## config.mk

```make
export PLATFORM = sky130hd
export DESIGN_NAME = lfu_cache_replacement_top
export DESIGN_NICKNAME = d
export VERILOG_FILES = /design/src/hw/rtl/lfu_pkg.sv /design/src/hw/rtl/lfu_entry_ram.sv /design/src/hw/rtl/lfu_cache_replacement_top.sv
export SDC_FILE = /design/constraint.sdc
export NUM_CORES = 2
export LEC_CHECK = 0
export BUFFER_PORTS_ARGS = -buffer_cell sky130_fd_sc_hd__buf_2
export CAP_MARGIN = 20
export CELL_PAD_IN_SITES_DETAIL_PLACEMENT = 1
export CELL_PAD_IN_SITES_GLOBAL_PLACEMENT = 1
export CORE_ASPECT_RATIO = 1.5
export CORE_UTILIZATION = 35
export CTS_BUF_LIST = sky130_fd_sc_hd__clkbuf_4 sky130_fd_sc_hd__clkbuf_8
export DETAILED_ROUTE_END_ITERATION = 10
export GPL_ROUTABILITY_DRIVEN = 0
export PLACE_DENSITY_LB_ADDON = 0.1
export SYNTH_ARGS = -nofsm -noshare
export SYNTH_HDL_FRONTEND = slang
export SYNTH_SLANG_ARGS = --single-unit
export TNS_END_PERCENT = 5
```

## constraint.sdc

```tcl
create_clock -name clock -period 19.75 [get_ports clock]
set_input_delay 0.9875 -clock clock [delete_from_list [all_inputs] [get_ports clock]]
set_output_delay 0.9875 -clock clock [all_outputs]
set_load 0.03 [all_outputs]
```

## src/hw/rtl/lfu_pkg.sv

```systemverilog
// lfu_pkg: shared constants and codes for the lfu cache replacement block
// used by lfu_entry_ram and lfu_cache_replacement_top; depends on nothing

package lfu_pkg;

   // default geometry
   localparam int ENTRIES_DEF    = 16;
   localparam int COUNT_BITS_DEF = 16;

   // fixed field widths
   localparam int KEY_W = 32;
   localparam int CAP_W = 5;

   // capacity register after reset
   localparam logic [CAP_W-1:0] CAP_RESET = 5'd16;

   // request opcodes
   typedef enum logic {
      OP_GET = 1'b0,
      OP_PUT = 1'b1
   } opcode_type;

endpackage

```

## src/hw/rtl/lfu_entry_ram.sv

```systemverilog
// lfu_entry_ram: single write port, single registered read port entry store
// depends on lfu_pkg for default sizes

module lfu_entry_ram #(
   parameter int DEPTH = lfu_pkg::ENTRIES_DEF,
   parameter int WIDTH = 2 * lfu_pkg::KEY_W,
   parameter int ADDR_W = (DEPTH > 1) ? $clog2(DEPTH) : 1
) (
   input  logic              clock,
   input  logic              wr_en,
   input  logic [ADDR_W-1:0] wr_addr,
   input  logic [WIDTH-1:0]  wr_data,
   input  logic [ADDR_W-1:0] rd_addr,
   output logic [WIDTH-1:0]  rd_data
);

   logic [WIDTH-1:0] mem_ff [DEPTH];
   logic [WIDTH-1:0] rd_data_ff;

   // write port
   always_ff @(posedge clock) begin
      if (wr_en) begin
         mem_ff[wr_addr] <= wr_data;
      end
   end

   // registered read port
   always_ff @(posedge clock) begin
      rd_data_ff <= mem_ff[rd_addr];
   end

   assign rd_data = rd_data_ff;

endmodule

```

## src/hw/rtl/lfu_cache_replacement_top.sv

```systemverilog
// lfu_cache_replacement_top: key/value store with lfu replacement, lru tiebreak
// depends on lfu_pkg and lfu_entry_ram
// sequence: a get hit goes through scan, decide, update and the response load; a get miss
//   skips update; a put returns to idle after update or, when nothing is written, after decide
// one request at a time: a new one is taken only in idle; scan and update each sweep the
//   single read and write port of the entry ram; a get waits in the response load while the
//   previous response is still held
// reset: synchronous, clears valid bits, occupancy, sequencer; capacity returns to 16

module lfu_cache_replacement_top #(
   parameter int ENTRIES    = lfu_pkg::ENTRIES_DEF,
   parameter int COUNT_BITS = lfu_pkg::COUNT_BITS_DEF
) (
   input  logic                        clock,
   input  logic                        reset,
   // request channel
   input  logic                        req_tvalid,
   output logic                        req_tready,
   input  logic [2*lfu_pkg::KEY_W-1:0] req_tdata,  // lookup_key, store_value
   input  logic [0:0]                  req_tuser,  // opcode
   // response channel
   output logic                        rsp_tvalid,
   input  logic                        rsp_tready,
   output logic [lfu_pkg::KEY_W-1:0]   rsp_tdata,  // read_value
   output logic [0:0]                  rsp_tuser,  // hit
   // capacity register write
   input  logic                        csr_valid,
   output logic                        csr_ready,
   input  logic [lfu_pkg::CAP_W-1:0]   csr_data
);

   localparam int KEY_W = lfu_pkg::KEY_W;
   localparam int CAP_W = lfu_pkg::CAP_W;
   localparam int IDX_W = (ENTRIES > 1) ? $clog2(ENTRIES) : 1;
   localparam int CNT_W = $clog2(ENTRIES + 1);
   localparam int CMP_W = (CNT_W > CAP_W) ? CNT_W : CAP_W;

   typedef struct packed {
      logic [KEY_W-1:0]      key;
      logic [KEY_W-1:0]      value;
      logic [COUNT_BITS-1:0] count;
      logic [IDX_W-1:0]      rank;
   } rec_type;

   localparam int REC_W = $bits(rec_type);

   typedef enum logic [4:0] {
      S_IDLE   = 5'b00001,
      S_SCAN   = 5'b00010,
      S_DECIDE = 5'b00100,
      S_UPDATE = 5'b01000,
      S_RESP   = 5'b10000
   } state_type;

   typedef enum logic [1:0] {
      UPD_TOUCH  = 2'b01,
      UPD_INSERT = 2'b10
   } upd_type;

   // sequencer and bookkeeping
   state_type             state_ff, state_in;
   upd_type               mode_ff, mode_in;
   logic [CNT_W-1:0]      step_ff, step_in;
   logic [CNT_W-1:0]      occ_ff, occ_in;
   logic [ENTRIES-1:0]    valid_ff, valid_in;
   logic [CAP_W-1:0]      capacity_ff, capacity_in;

   // latched request
   lfu_pkg::opcode_type   op_ff, op_in;
   logic [KEY_W-1:0]      key_ff, key_in;
   logic [KEY_W-1:0]      val_ff, val_in;

   // scan results
   logic                  match_found_ff, match_found_in;
   logic [IDX_W-1:0]      match_idx_ff, match_idx_in;
   logic [IDX_W-1:0]      match_rank_ff, match_rank_in;
   logic [KEY_W-1:0]      match_value_ff, match_value_in;
   logic                  victim_found_ff, victim_found_in;
   logic [IDX_W-1:0]      victim_idx_ff, victim_idx_in;
   logic [COUNT_BITS-1:0] victim_count_ff, victim_count_in;
   logic [IDX_W-1:0]      victim_rank_ff, victim_rank_in;
   logic                  free_found_ff, free_found_in;
   logic [IDX_W-1:0]      free_idx_ff, free_idx_in;

   // decision
   logic                  hit_ff, hit_in;
   logic                  evict_ff, evict_in;
   logic [IDX_W-1:0]      slot_ff, slot_in;

   // response register
   logic                  rsp_valid_ff, rsp_valid_in;
   logic                  rsp_hit_ff, rsp_hit_in;
   logic [KEY_W-1:0]      rsp_value_ff, rsp_value_in;

   // ram ports
   logic                  ram_wr_en;
   logic [IDX_W-1:0]      ram_wr_addr;
   rec_type               ram_wr_rec;
   logic [REC_W-1:0]      ram_rd_data;
   rec_type               rd_rec;

   // derived
   logic [CNT_W-1:0]      step_m1;
   logic [IDX_W-1:0]      proc_idx;
   logic                  last_step;
   logic [CMP_W-1:0]      cap_ext;
   logic [CMP_W-1:0]      cap_eff;
   logic                  cap_nz;
   logic                  store_full;
   logic                  cand_better;

   lfu_entry_ram #(
      .DEPTH  (ENTRIES),
      .WIDTH  (REC_W),
      .ADDR_W (IDX_W)
   ) u_ram (
      .clock   (clock),
      .wr_en   (ram_wr_en),
      .wr_addr (ram_wr_addr),
      .wr_data (ram_wr_rec),
      .rd_addr (step_ff[IDX_W-1:0]),
      .rd_data (ram_rd_data)
   );

   assign rd_rec    = rec_type'(ram_rd_data);
   assign step_m1   = step_ff - CNT_W'(1);
   assign proc_idx  = step_m1[IDX_W-1:0];
   assign last_step = (step_ff == CNT_W'(ENTRIES));

   // effective capacity, clamped to the store size
   assign cap_ext    = CMP_W'(capacity_ff);
   assign cap_eff    = (cap_ext > CMP_W'(ENTRIES)) ? CMP_W'(ENTRIES) : cap_ext;
   assign cap_nz     = (capacity_ff != '0);
   assign store_full = (CMP_W'(occ_ff) >= cap_eff);

   // victim compare: lower count wins, equal count goes to the older entry
   assign cand_better = !victim_found_ff || (rd_rec.count < victim_count_ff) ||
                        ((rd_rec.count == victim_count_ff) && (rd_rec.rank > victim_rank_ff));

   // sequencer
   always_comb begin
      state_in        = state_ff;
      mode_in         = mode_ff;
      step_in         = step_ff;
      occ_in          = occ_ff;
      valid_in        = valid_ff;
      capacity_in     = capacity_ff;
      op_in           = op_ff;
      key_in          = key_ff;
      val_in          = val_ff;
      match_found_in  = match_found_ff;
      match_idx_in    = match_idx_ff;
      match_rank_in   = match_rank_ff;
      match_value_in  = match_value_ff;
      victim_found_in = victim_found_ff;
      victim_idx_in   = victim_idx_ff;
      victim_count_in = victim_count_ff;
      victim_rank_in  = victim_rank_ff;
      free_found_in   = free_found_ff;
      free_idx_in     = free_idx_ff;
      hit_in          = hit_ff;
      evict_in        = evict_ff;
      slot_in         = slot_ff;
      rsp_valid_in    = rsp_valid_ff;
      rsp_hit_in      = rsp_hit_ff;
      rsp_value_in    = rsp_value_ff;
      ram_wr_en       = 1'b0;
      ram_wr_addr     = proc_idx;
      ram_wr_rec      = rd_rec;

      // response register drains independently
      if (rsp_valid_ff && rsp_tready) begin
         rsp_valid_in = 1'b0;
      end

      // capacity write
      if (csr_valid) begin
         capacity_in = csr_data;
      end

      case (state_ff)
         S_IDLE: begin
            step_in = '0;
            if (req_tvalid) begin
               op_in           = lfu_pkg::opcode_type'(req_tuser[0]);
               key_in          = req_tdata[KEY_W-1:0];
               val_in          = req_tdata[2*KEY_W-1:KEY_W];
               match_found_in  = 1'b0;
               victim_found_in = 1'b0;
               free_found_in   = 1'b0;
               state_in        = S_SCAN;
            end
         end

         // one entry per cycle: key match, victim, first free slot
         S_SCAN: begin
            step_in = step_ff + CNT_W'(1);
            if (step_ff != '0) begin
               if (valid_ff[proc_idx]) begin
                  if (rd_rec.key == key_ff) begin
                     match_found_in = 1'b1;
                     match_idx_in   = proc_idx;
                     match_rank_in  = rd_rec.rank;
                     match_value_in = rd_rec.value;
                  end
                  if (cand_better) begin
                     victim_found_in = 1'b1;
                     victim_idx_in   = proc_idx;
                     victim_count_in = rd_rec.count;
                     victim_rank_in  = rd_rec.rank;
                  end
               end else if (!free_found_ff) begin
                  free_found_in = 1'b1;
                  free_idx_in   = proc_idx;
               end
            end
            if (last_step) begin
               state_in = S_DECIDE;
            end
         end

         // pick the update to apply
         S_DECIDE: begin
            step_in  = '0;
            evict_in = 1'b0;
            if (op_ff == lfu_pkg::OP_GET) begin
               hit_in = cap_nz && match_found_ff;
               if (cap_nz && match_found_ff) begin
                  mode_in  = UPD_TOUCH;
                  state_in = S_UPDATE;
               end else begin
                  state_in = S_RESP;
               end
            end else if (!cap_nz) begin
               state_in = S_IDLE;
            end else if (match_found_ff) begin
               mode_in  = UPD_TOUCH;
               state_in = S_UPDATE;
            end else begin
               evict_in = store_full && victim_found_ff;
               if (store_full && victim_found_ff &&
                   (!free_found_ff || (victim_idx_ff < free_idx_ff))) begin
                  slot_in = victim_idx_ff;
               end else begin
                  slot_in = free_idx_ff;
               end
               if ((store_full && victim_found_ff) || free_found_ff) begin
                  mode_in  = UPD_INSERT;
                  state_in = S_UPDATE;
               end else begin
                  state_in = S_IDLE;
               end
            end
         end

         // read-modify-write sweep over all entries
         S_UPDATE: begin
            step_in = step_ff + CNT_W'(1);
            if (step_ff != '0) begin
               ram_wr_en = 1'b1;
               case (mode_ff)
                  UPD_TOUCH: begin
                     if (proc_idx == match_idx_ff) begin
                        ram_wr_rec.rank = '0;
                        if (rd_rec.count != {COUNT_BITS{1'b1}}) begin
                           ram_wr_rec.count = rd_rec.count + COUNT_BITS'(1);
                        end
                        if (op_ff == lfu_pkg::OP_PUT) begin
                           ram_wr_rec.value = val_ff;
                        end
                     end else if (valid_ff[proc_idx] && (rd_rec.rank < match_rank_ff)) begin
                        ram_wr_rec.rank = rd_rec.rank + IDX_W'(1);
                     end
                  end
                  UPD_INSERT: begin
                     if (proc_idx == slot_ff) begin
                        ram_wr_rec.key   = key_ff;
                        ram_wr_rec.value = val_ff;
                        ram_wr_rec.count = COUNT_BITS'(1);
                        ram_wr_rec.rank  = '0;
                        valid_in[proc_idx] = 1'b1;
                     end else if (evict_ff && (proc_idx == victim_idx_ff)) begin
                        valid_in[proc_idx] = 1'b0;
                     end else if (valid_ff[proc_idx]) begin
                        if (evict_ff && (rd_rec.rank > victim_rank_ff)) begin
                           ram_wr_rec.rank = rd_rec.rank;
                        end else begin
                           ram_wr_rec.rank = rd_rec.rank + IDX_W'(1);
                        end
                     end
                  end
                  default: begin
                     ram_wr_en = 1'b0;
                  end
               endcase
            end
            if (last_step) begin
               if ((mode_ff == UPD_INSERT) && !evict_ff) begin
                  occ_in = occ_ff + CNT_W'(1);
               end
               if (op_ff == lfu_pkg::OP_GET) begin
                  state_in = S_RESP;
               end else begin
                  state_in = S_IDLE;
               end
            end
         end

         // load the response register once it is free
         S_RESP: begin
            if (!rsp_valid_ff || rsp_tready) begin
               rsp_valid_in = 1'b1;
               rsp_hit_in   = hit_ff;
               rsp_value_in = hit_ff ? match_value_ff : {KEY_W{1'b1}};
               state_in     = S_IDLE;
            end
         end

         default: begin
            state_in = S_IDLE;
         end
      endcase
   end

   // control registers
   always_ff @(posedge clock) begin
      if (reset) begin
         state_ff     <= S_IDLE;
         step_ff      <= '0;
         occ_ff       <= '0;
         valid_ff     <= '0;
         capacity_ff  <= lfu_pkg::CAP_RESET;
         rsp_valid_ff <= 1'b0;
      end else begin
         state_ff     <= state_in;
         step_ff      <= step_in;
         occ_ff       <= occ_in;
         valid_ff     <= valid_in;
         capacity_ff  <= capacity_in;
         rsp_valid_ff <= rsp_valid_in;
      end
   end

   // payload registers
   always_ff @(posedge clock) begin
      mode_ff         <= mode_in;
      op_ff           <= op_in;
      key_ff          <= key_in;
      val_ff          <= val_in;
      match_found_ff  <= match_found_in;
      match_idx_ff    <= match_idx_in;
      match_rank_ff   <= match_rank_in;
      match_value_ff  <= match_value_in;
      victim_found_ff <= victim_found_in;
      victim_idx_ff   <= victim_idx_in;
      victim_count_ff <= victim_count_in;
      victim_rank_ff  <= victim_rank_in;
      free_found_ff   <= free_found_in;
      free_idx_ff     <= free_idx_in;
      hit_ff          <= hit_in;
      evict_ff        <= evict_in;
      slot_ff         <= slot_in;
      rsp_hit_ff      <= rsp_hit_in;
      rsp_value_ff    <= rsp_value_in;
   end

   // ports
   assign req_tready = (state_ff == S_IDLE);
   assign csr_ready  = 1'b1;
   assign rsp_tvalid = rsp_valid_ff;
   assign rsp_tdata  = rsp_value_ff;
   assign rsp_tuser  = rsp_hit_ff;

`ifndef SYNTHESIS
   // occupancy agrees with the valid bits between items
   a_occ_matches_valid: assert property (@(posedge clock) disable iff (reset)
      (state_ff == S_IDLE) |-> ($countones(valid_ff) == int'(occ_ff)))
      else $error("occupancy does not match valid bits");

   // occupancy never exceeds the store
   a_occ_bound: assert property (@(posedge clock) disable iff (reset)
      (int'(occ_ff) <= ENTRIES))
      else $error("occupancy above store size");

   // an evicted victim is a live entry
   a_victim_valid: assert property (@(posedge clock) disable iff (reset)
      ((state_ff == S_UPDATE) && (mode_ff == UPD_INSERT) && evict_ff && (step_ff == '0))
      |-> valid_ff[victim_idx_ff])
      else $error("victim entry not valid");

   // a pending response is never overwritten
   a_rsp_hold: assert property (@(posedge clock) disable iff (reset)
      ((state_ff == S_RESP) && rsp_valid_ff && !rsp_tready) |=> (state_ff == S_RESP))
      else $error("response register overwritten");
`endif

endmodule
```

==> PnR_summary.wiki <==
{| class="wikitable"
! Metric !! Value
|-
| Result of the run || complete, no violations
|-
| Wire length of the first global-routing pass || ~230000 um
|-
| Pins over their slew limit || 0
|-
| DRT antenna net count || 0
|-
| Seq cells post-synth || ~1600
|-
| Crit path launch || step_ff[1]
|-
| Final critical path time including I/O delays and setup || 5290 ps
|-
| NetSw || about 1.4 mW
|-
| Post-synth ARST share || 0%
|-
| Leading cell types in the layout, fill and taps excluded || 1521 x sky130_fd_sc_hd__edfxtp_1, 425 x sky130_fd_sc_hd__mux4_2, 305 x sky130_fd_sc_hd__clkbuf_8
|-
| Number of warnings issued by yosys || 0
|-
| Hold Path Class || in -> reg
|-
| Number of enable-type register cells in the synthesized netlist || approximately 1500
|-
| WS Path Type || reg -> reg
|-
| Portion of the clock cycle consumed by the worst path in the final layout || ~27%
|-
| Average vias per placed instance || 5.23
|-
| Fmax || approximately 0.19 GHz
|-
| Unrepaired setup endpoints after global routing || no
|-
| Terminus of the critical flop-to-flop path || u_ram.mem_ff[14][14]
|-
| Clk network pwr share || 43.4%
|-
| Data required time at the worst endpoint || just over 20000 ps
|-
| Grt ovf || 0
|-
| Starting utilization of the core area || 35.2%
|-
| Total Wirelength || 162000 um
|-
| Setup Total Neg Slack || 0 ps
|-
| Fillers || about 17000
|-
| Cell internal power dissipation || 5.49 mW
|-
| Relative contribution of sequential cells to total power || between 50% and 60%
|-
| Cell at the root of the clock tree || sky130_fd_sc_hd__clkbuf_8
|-
| Average routed wire per standard cell || ~29 um
|-
| TritonRoute pass-1 iters || 5
|-
| Minimum setup slack among reg-to-reg paths || around 14000 ps
|-
| Clock buffers created by TritonCTS || around 280
|-
| Worst voltage drop across the vdd grid || between 0.06 and 0.07 mV
|-
| Unique cell type count in the Yosys netlist || 66
|-
| Combinational share of power || approximately 1.6%
|-
| Maximum Capacitance Violations || 0
|-
| Most common cell after layout, fill and taps aside || sky130_fd_sc_hd__edfxtp_1
|-
| Sequential cell area || 48100 um2
|-
| TritonCTS clock tree || yes
|-
| Nature of the critical path endpoint || flop
|-
| Multi-input gate area || 13700 um2
|-
| Primary FF master, synth || sky130_fd_sc_hd__edfxtp_1
|-
| Layout cells sized above 1 || 33.7%
|-
| Core outline area || approximately 180000 um2
|-
| Die Outline Area || approximately 180000 um2
|-
| Post-Place Worst Slack || ~14000 ps
|-
| Number of vias after detailed routing || slightly below 30000
|-
| Worst R2R Start || step_ff[1]
|-
| Hold Crit Endpoint || val_ff[7]
|-
| Final number of hold-violating endpoints || 0
|-
| Critical path peak fanout || between 50 and 60
|-
| Hold WS || between 150 and 200 ps
|-
| Power density over the cells || approximately 97 nW/um2
|-
| Post-CTS sizing || 0
|-
| CP startpoint kind || flop
|-
| Vias in the first global route || ~33000
|-
| HPWL after DPL || roughly 85000 um
|-
| Power after layout || between 6 and 7 mW
|-
| Number of remaining DRC errors || 0
|-
| Instance count of the mapped netlist || around 2800
|-
| Number of buffers added for setup after CTS || 0
|-
| Aggregate global-route resource usage || roughly 18%
|-
| Number of cells on the worst reg-to-reg path || 9
|-
| Slack of the critical path || 14460 ps
|-
| Arrival time worst endpoint || roughly 5900 ps
|-
| Critical hold path startpoint || req_tdata[39]
|-
| Number of rows created at floorplan || approximately 190
|-
| Count of buffers from port buffering || between 100 and 150
|-
| Net switching fraction of the power || approximately a fifth
|-
| Post-synthesis instance area || around 62000 um2
|-
| Later-pin clock latency in the skew report || 980 ps
|-
| CTS H-Tree Depth || 5
|-
| Portion of the post-synthesis area used by sequential elements || roughly 77%
|-
| Cells on Worst Hold Path || 1
|-
| Avg Cell Area, Syn || about 22 um2
|-
| Total number of nets in the final design || ~3200
|-
| Violation count after the first detailed-route iteration || 1839
|-
| Final setup violating endpoints || 0
|-
| Clock transition at path regs || about 60 ps
|-
| Maximum number of pins on one net before global-route repair || 104
|-
| Relative slew margins || 25.9%
|-
| Die X-Extent || approximately 350 um
|-
| I/O pin count || roughly 110
|-
| Antenna violations before repair || 10
|-
| Total leakage power || between 20 and 25 nW
|-
| Clock sink total || 1642
|-
| Die height || 519 um
|-
| Final worst clock skew || between 80 and 90 ps
|-
| Total of hold buffers inserted after clock tree synthesis || 0
|-
| Maximum clock path buffer count || 4
|-
| Layout area overhead || 14.6%
|-
| Post-Syn Nets || between 2000 and 3000
|-
| Slew of the pin with the lowest slew margin || 1110 ps
|}
[worst max-delay path, cell delays in order, from the launching register on]
cell and delay [ps]:
sky130_fd_sc_hd__dfxtp_4 920, sky130_fd_sc_hd__inv_1 210, sky130_fd_sc_hd__ha_1 380, sky130_fd_sc_hd__nor4b_1 220
sky130_fd_sc_hd__nor3_1 280, sky130_fd_sc_hd__buf_4 270, sky130_fd_sc_hd__nand2_1 280, sky130_fd_sc_hd__nor2_4 780
sky130_fd_sc_hd__buf_4 880, sky130_fd_sc_hd__buf_4 620
[registers in the layout, summed over array words and instances (netlist names), 5 cells and up, named ones only]
signal / count
u_ram.rd_data: 84
val_ff: 32
u_ram.mem_ff: 1344
step_ff: 5
key_ff: 32
cap_ext: 5
rsp_tdata: 32
state_ff: 5
victim_count_ff: 16
occ_ff: 5
match_value_ff: 32
[cells by family (layout without fill, tap and decap cells)]
logic type	count (synthesis)	count (layout)	synth area share [%]
AOI/OAI and AO/OA	167	167	1.75
adders and majority gates	41	41	0.823
DFF	1642	1642	77.2
buffers and inverters	175	706	1.16
xor gates and xnor gates	51	51	0.841
and+or+nand+nor	247	247	2.11
other	1	2	0.00602
muxes	469	469	16.1
[Yosys cell counts (2+ instances only)]
master                     number  share of area (%)
sky130_fd_sc_hd__edfxtp_1    1521                 73
sky130_fd_sc_hd__mux4_2       425                 15
sky130_fd_sc_hd__dfxtp_1      121                3.9
sky130_fd_sc_hd__clkbuf_1      66               0.40
sky130_fd_sc_hd__nor2_1        57               0.34
sky130_fd_sc_hd__buf_2         50               0.40
sky130_fd_sc_hd__a21oi_1       49               0.39
sky130_fd_sc_hd__inv_1         47               0.28
sky130_fd_sc_hd__ha_1          41               0.82
sky130_fd_sc_hd__o21ai_0       41               0.33
sky130_fd_sc_hd__nand2_1       39               0.23
sky130_fd_sc_hd__nand2b_1      39               0.39
sky130_fd_sc_hd__mux2_2        36               0.65
sky130_fd_sc_hd__xnor2_1       35               0.49
sky130_fd_sc_hd__a22o_1        33               0.46
sky130_fd_sc_hd__nand3_1       32               0.26
sky130_fd_sc_hd__nand4_1       22               0.22
sky130_fd_sc_hd__nor3_1        10              0.080
sky130_fd_sc_hd__buf_1          9              0.054
sky130_fd_sc_hd__xor2_1         9               0.13
sky130_fd_sc_hd__and3_1         8              0.080
sky130_fd_sc_hd__mux2i_1        8               0.13
sky130_fd_sc_hd__nor2b_1        8              0.080
sky130_fd_sc_hd__a31oi_1        7              0.070
sky130_fd_sc_hd__o31ai_1        5              0.060
sky130_fd_sc_hd__or3_1          5              0.050
sky130_fd_sc_hd__a211oi_1       4              0.048
sky130_fd_sc_hd__a21o_1         4              0.048
sky130_fd_sc_hd__nor4_1         4              0.040
sky130_fd_sc_hd__xnor3_1        4               0.14
sky130_fd_sc_hd__a22oi_1        3              0.036
sky130_fd_sc_hd__a41oi_1        3              0.042
sky130_fd_sc_hd__nand3b_1       3              0.036
sky130_fd_sc_hd__o211ai_1       3              0.036
sky130_fd_sc_hd__xnor2_2        3              0.078
sky130_fd_sc_hd__a311oi_1       2              0.028
sky130_fd_sc_hd__and2_1         2              0.020
sky130_fd_sc_hd__nand4b_1       2              0.028
sky130_fd_sc_hd__nor2_2         2              0.020
sky130_fd_sc_hd__nor3_2         2              0.032
sky130_fd_sc_hd__nor4b_1        2              0.028
sky130_fd_sc_hd__o21a_1         2              0.024
sky130_fd_sc_hd__o21ai_1        2              0.016
[per-stage QoR]
step                      instances  area [um2]  util [%]
final                          5617       71400      40.4
after global routing           5617       71400      40.4
after CTS                      5608       71300      40.3
after detailed placement       5135       65900      37.3
after global placement         5133       65900      37.3
after floorplan                2793       62300         -
[power groups by stage]
stage,clock (mW),sequential (mW),combinational (mW)
final,3.00,3.79,0.112
after global routing,3.24,3.79,0.122
after CTS,3.12,3.79,0.116
after detailed placement,0,3.87,0.115
after global placement,0,3.87,0.112
after floorplan,0,3.86,0.0722
[routing by layer]
layer | share of wire, % | wire length [um] | global-route usage (%)
met1 | 42 | 67400 | 22.9
met2 | 53 | 85000 | 32.0
met3 | 3.8 | 6210 | 3.29
met4 | 1.9 | 3130 | 4.86
met5 | 0 | 0 | 0
[worst max path at each step]
stage                                      end  slack, ps  cells after the start
final                     u_ram.mem_ff[14][14]      14460                      9
after global routing      u_ram.mem_ff[14][78]      14110                      9
after CTS                 u_ram.mem_ff[15][78]      14290                      9
after detailed placement  u_ram.mem_ff[14][69]      14320                      9
after global placement    u_ram.mem_ff[15][57]      14310                      9
after floorplan            u_ram.mem_ff[11][0]      12970                     12
[cell type report]
class | instances | area share (%)
flip-flops and latches | 1642 | 67.3
clock inverters | 83 | 0.781
repair buffers | 184 | 1.71
well taps | 2292 | 4.01
inverters | 49 | 0.268
diodes | 1 | 0.00350
multi-input cells | 976 | 19.1
clock buffers | 390 | 6.76
Power figures use the tool's default switching activity.
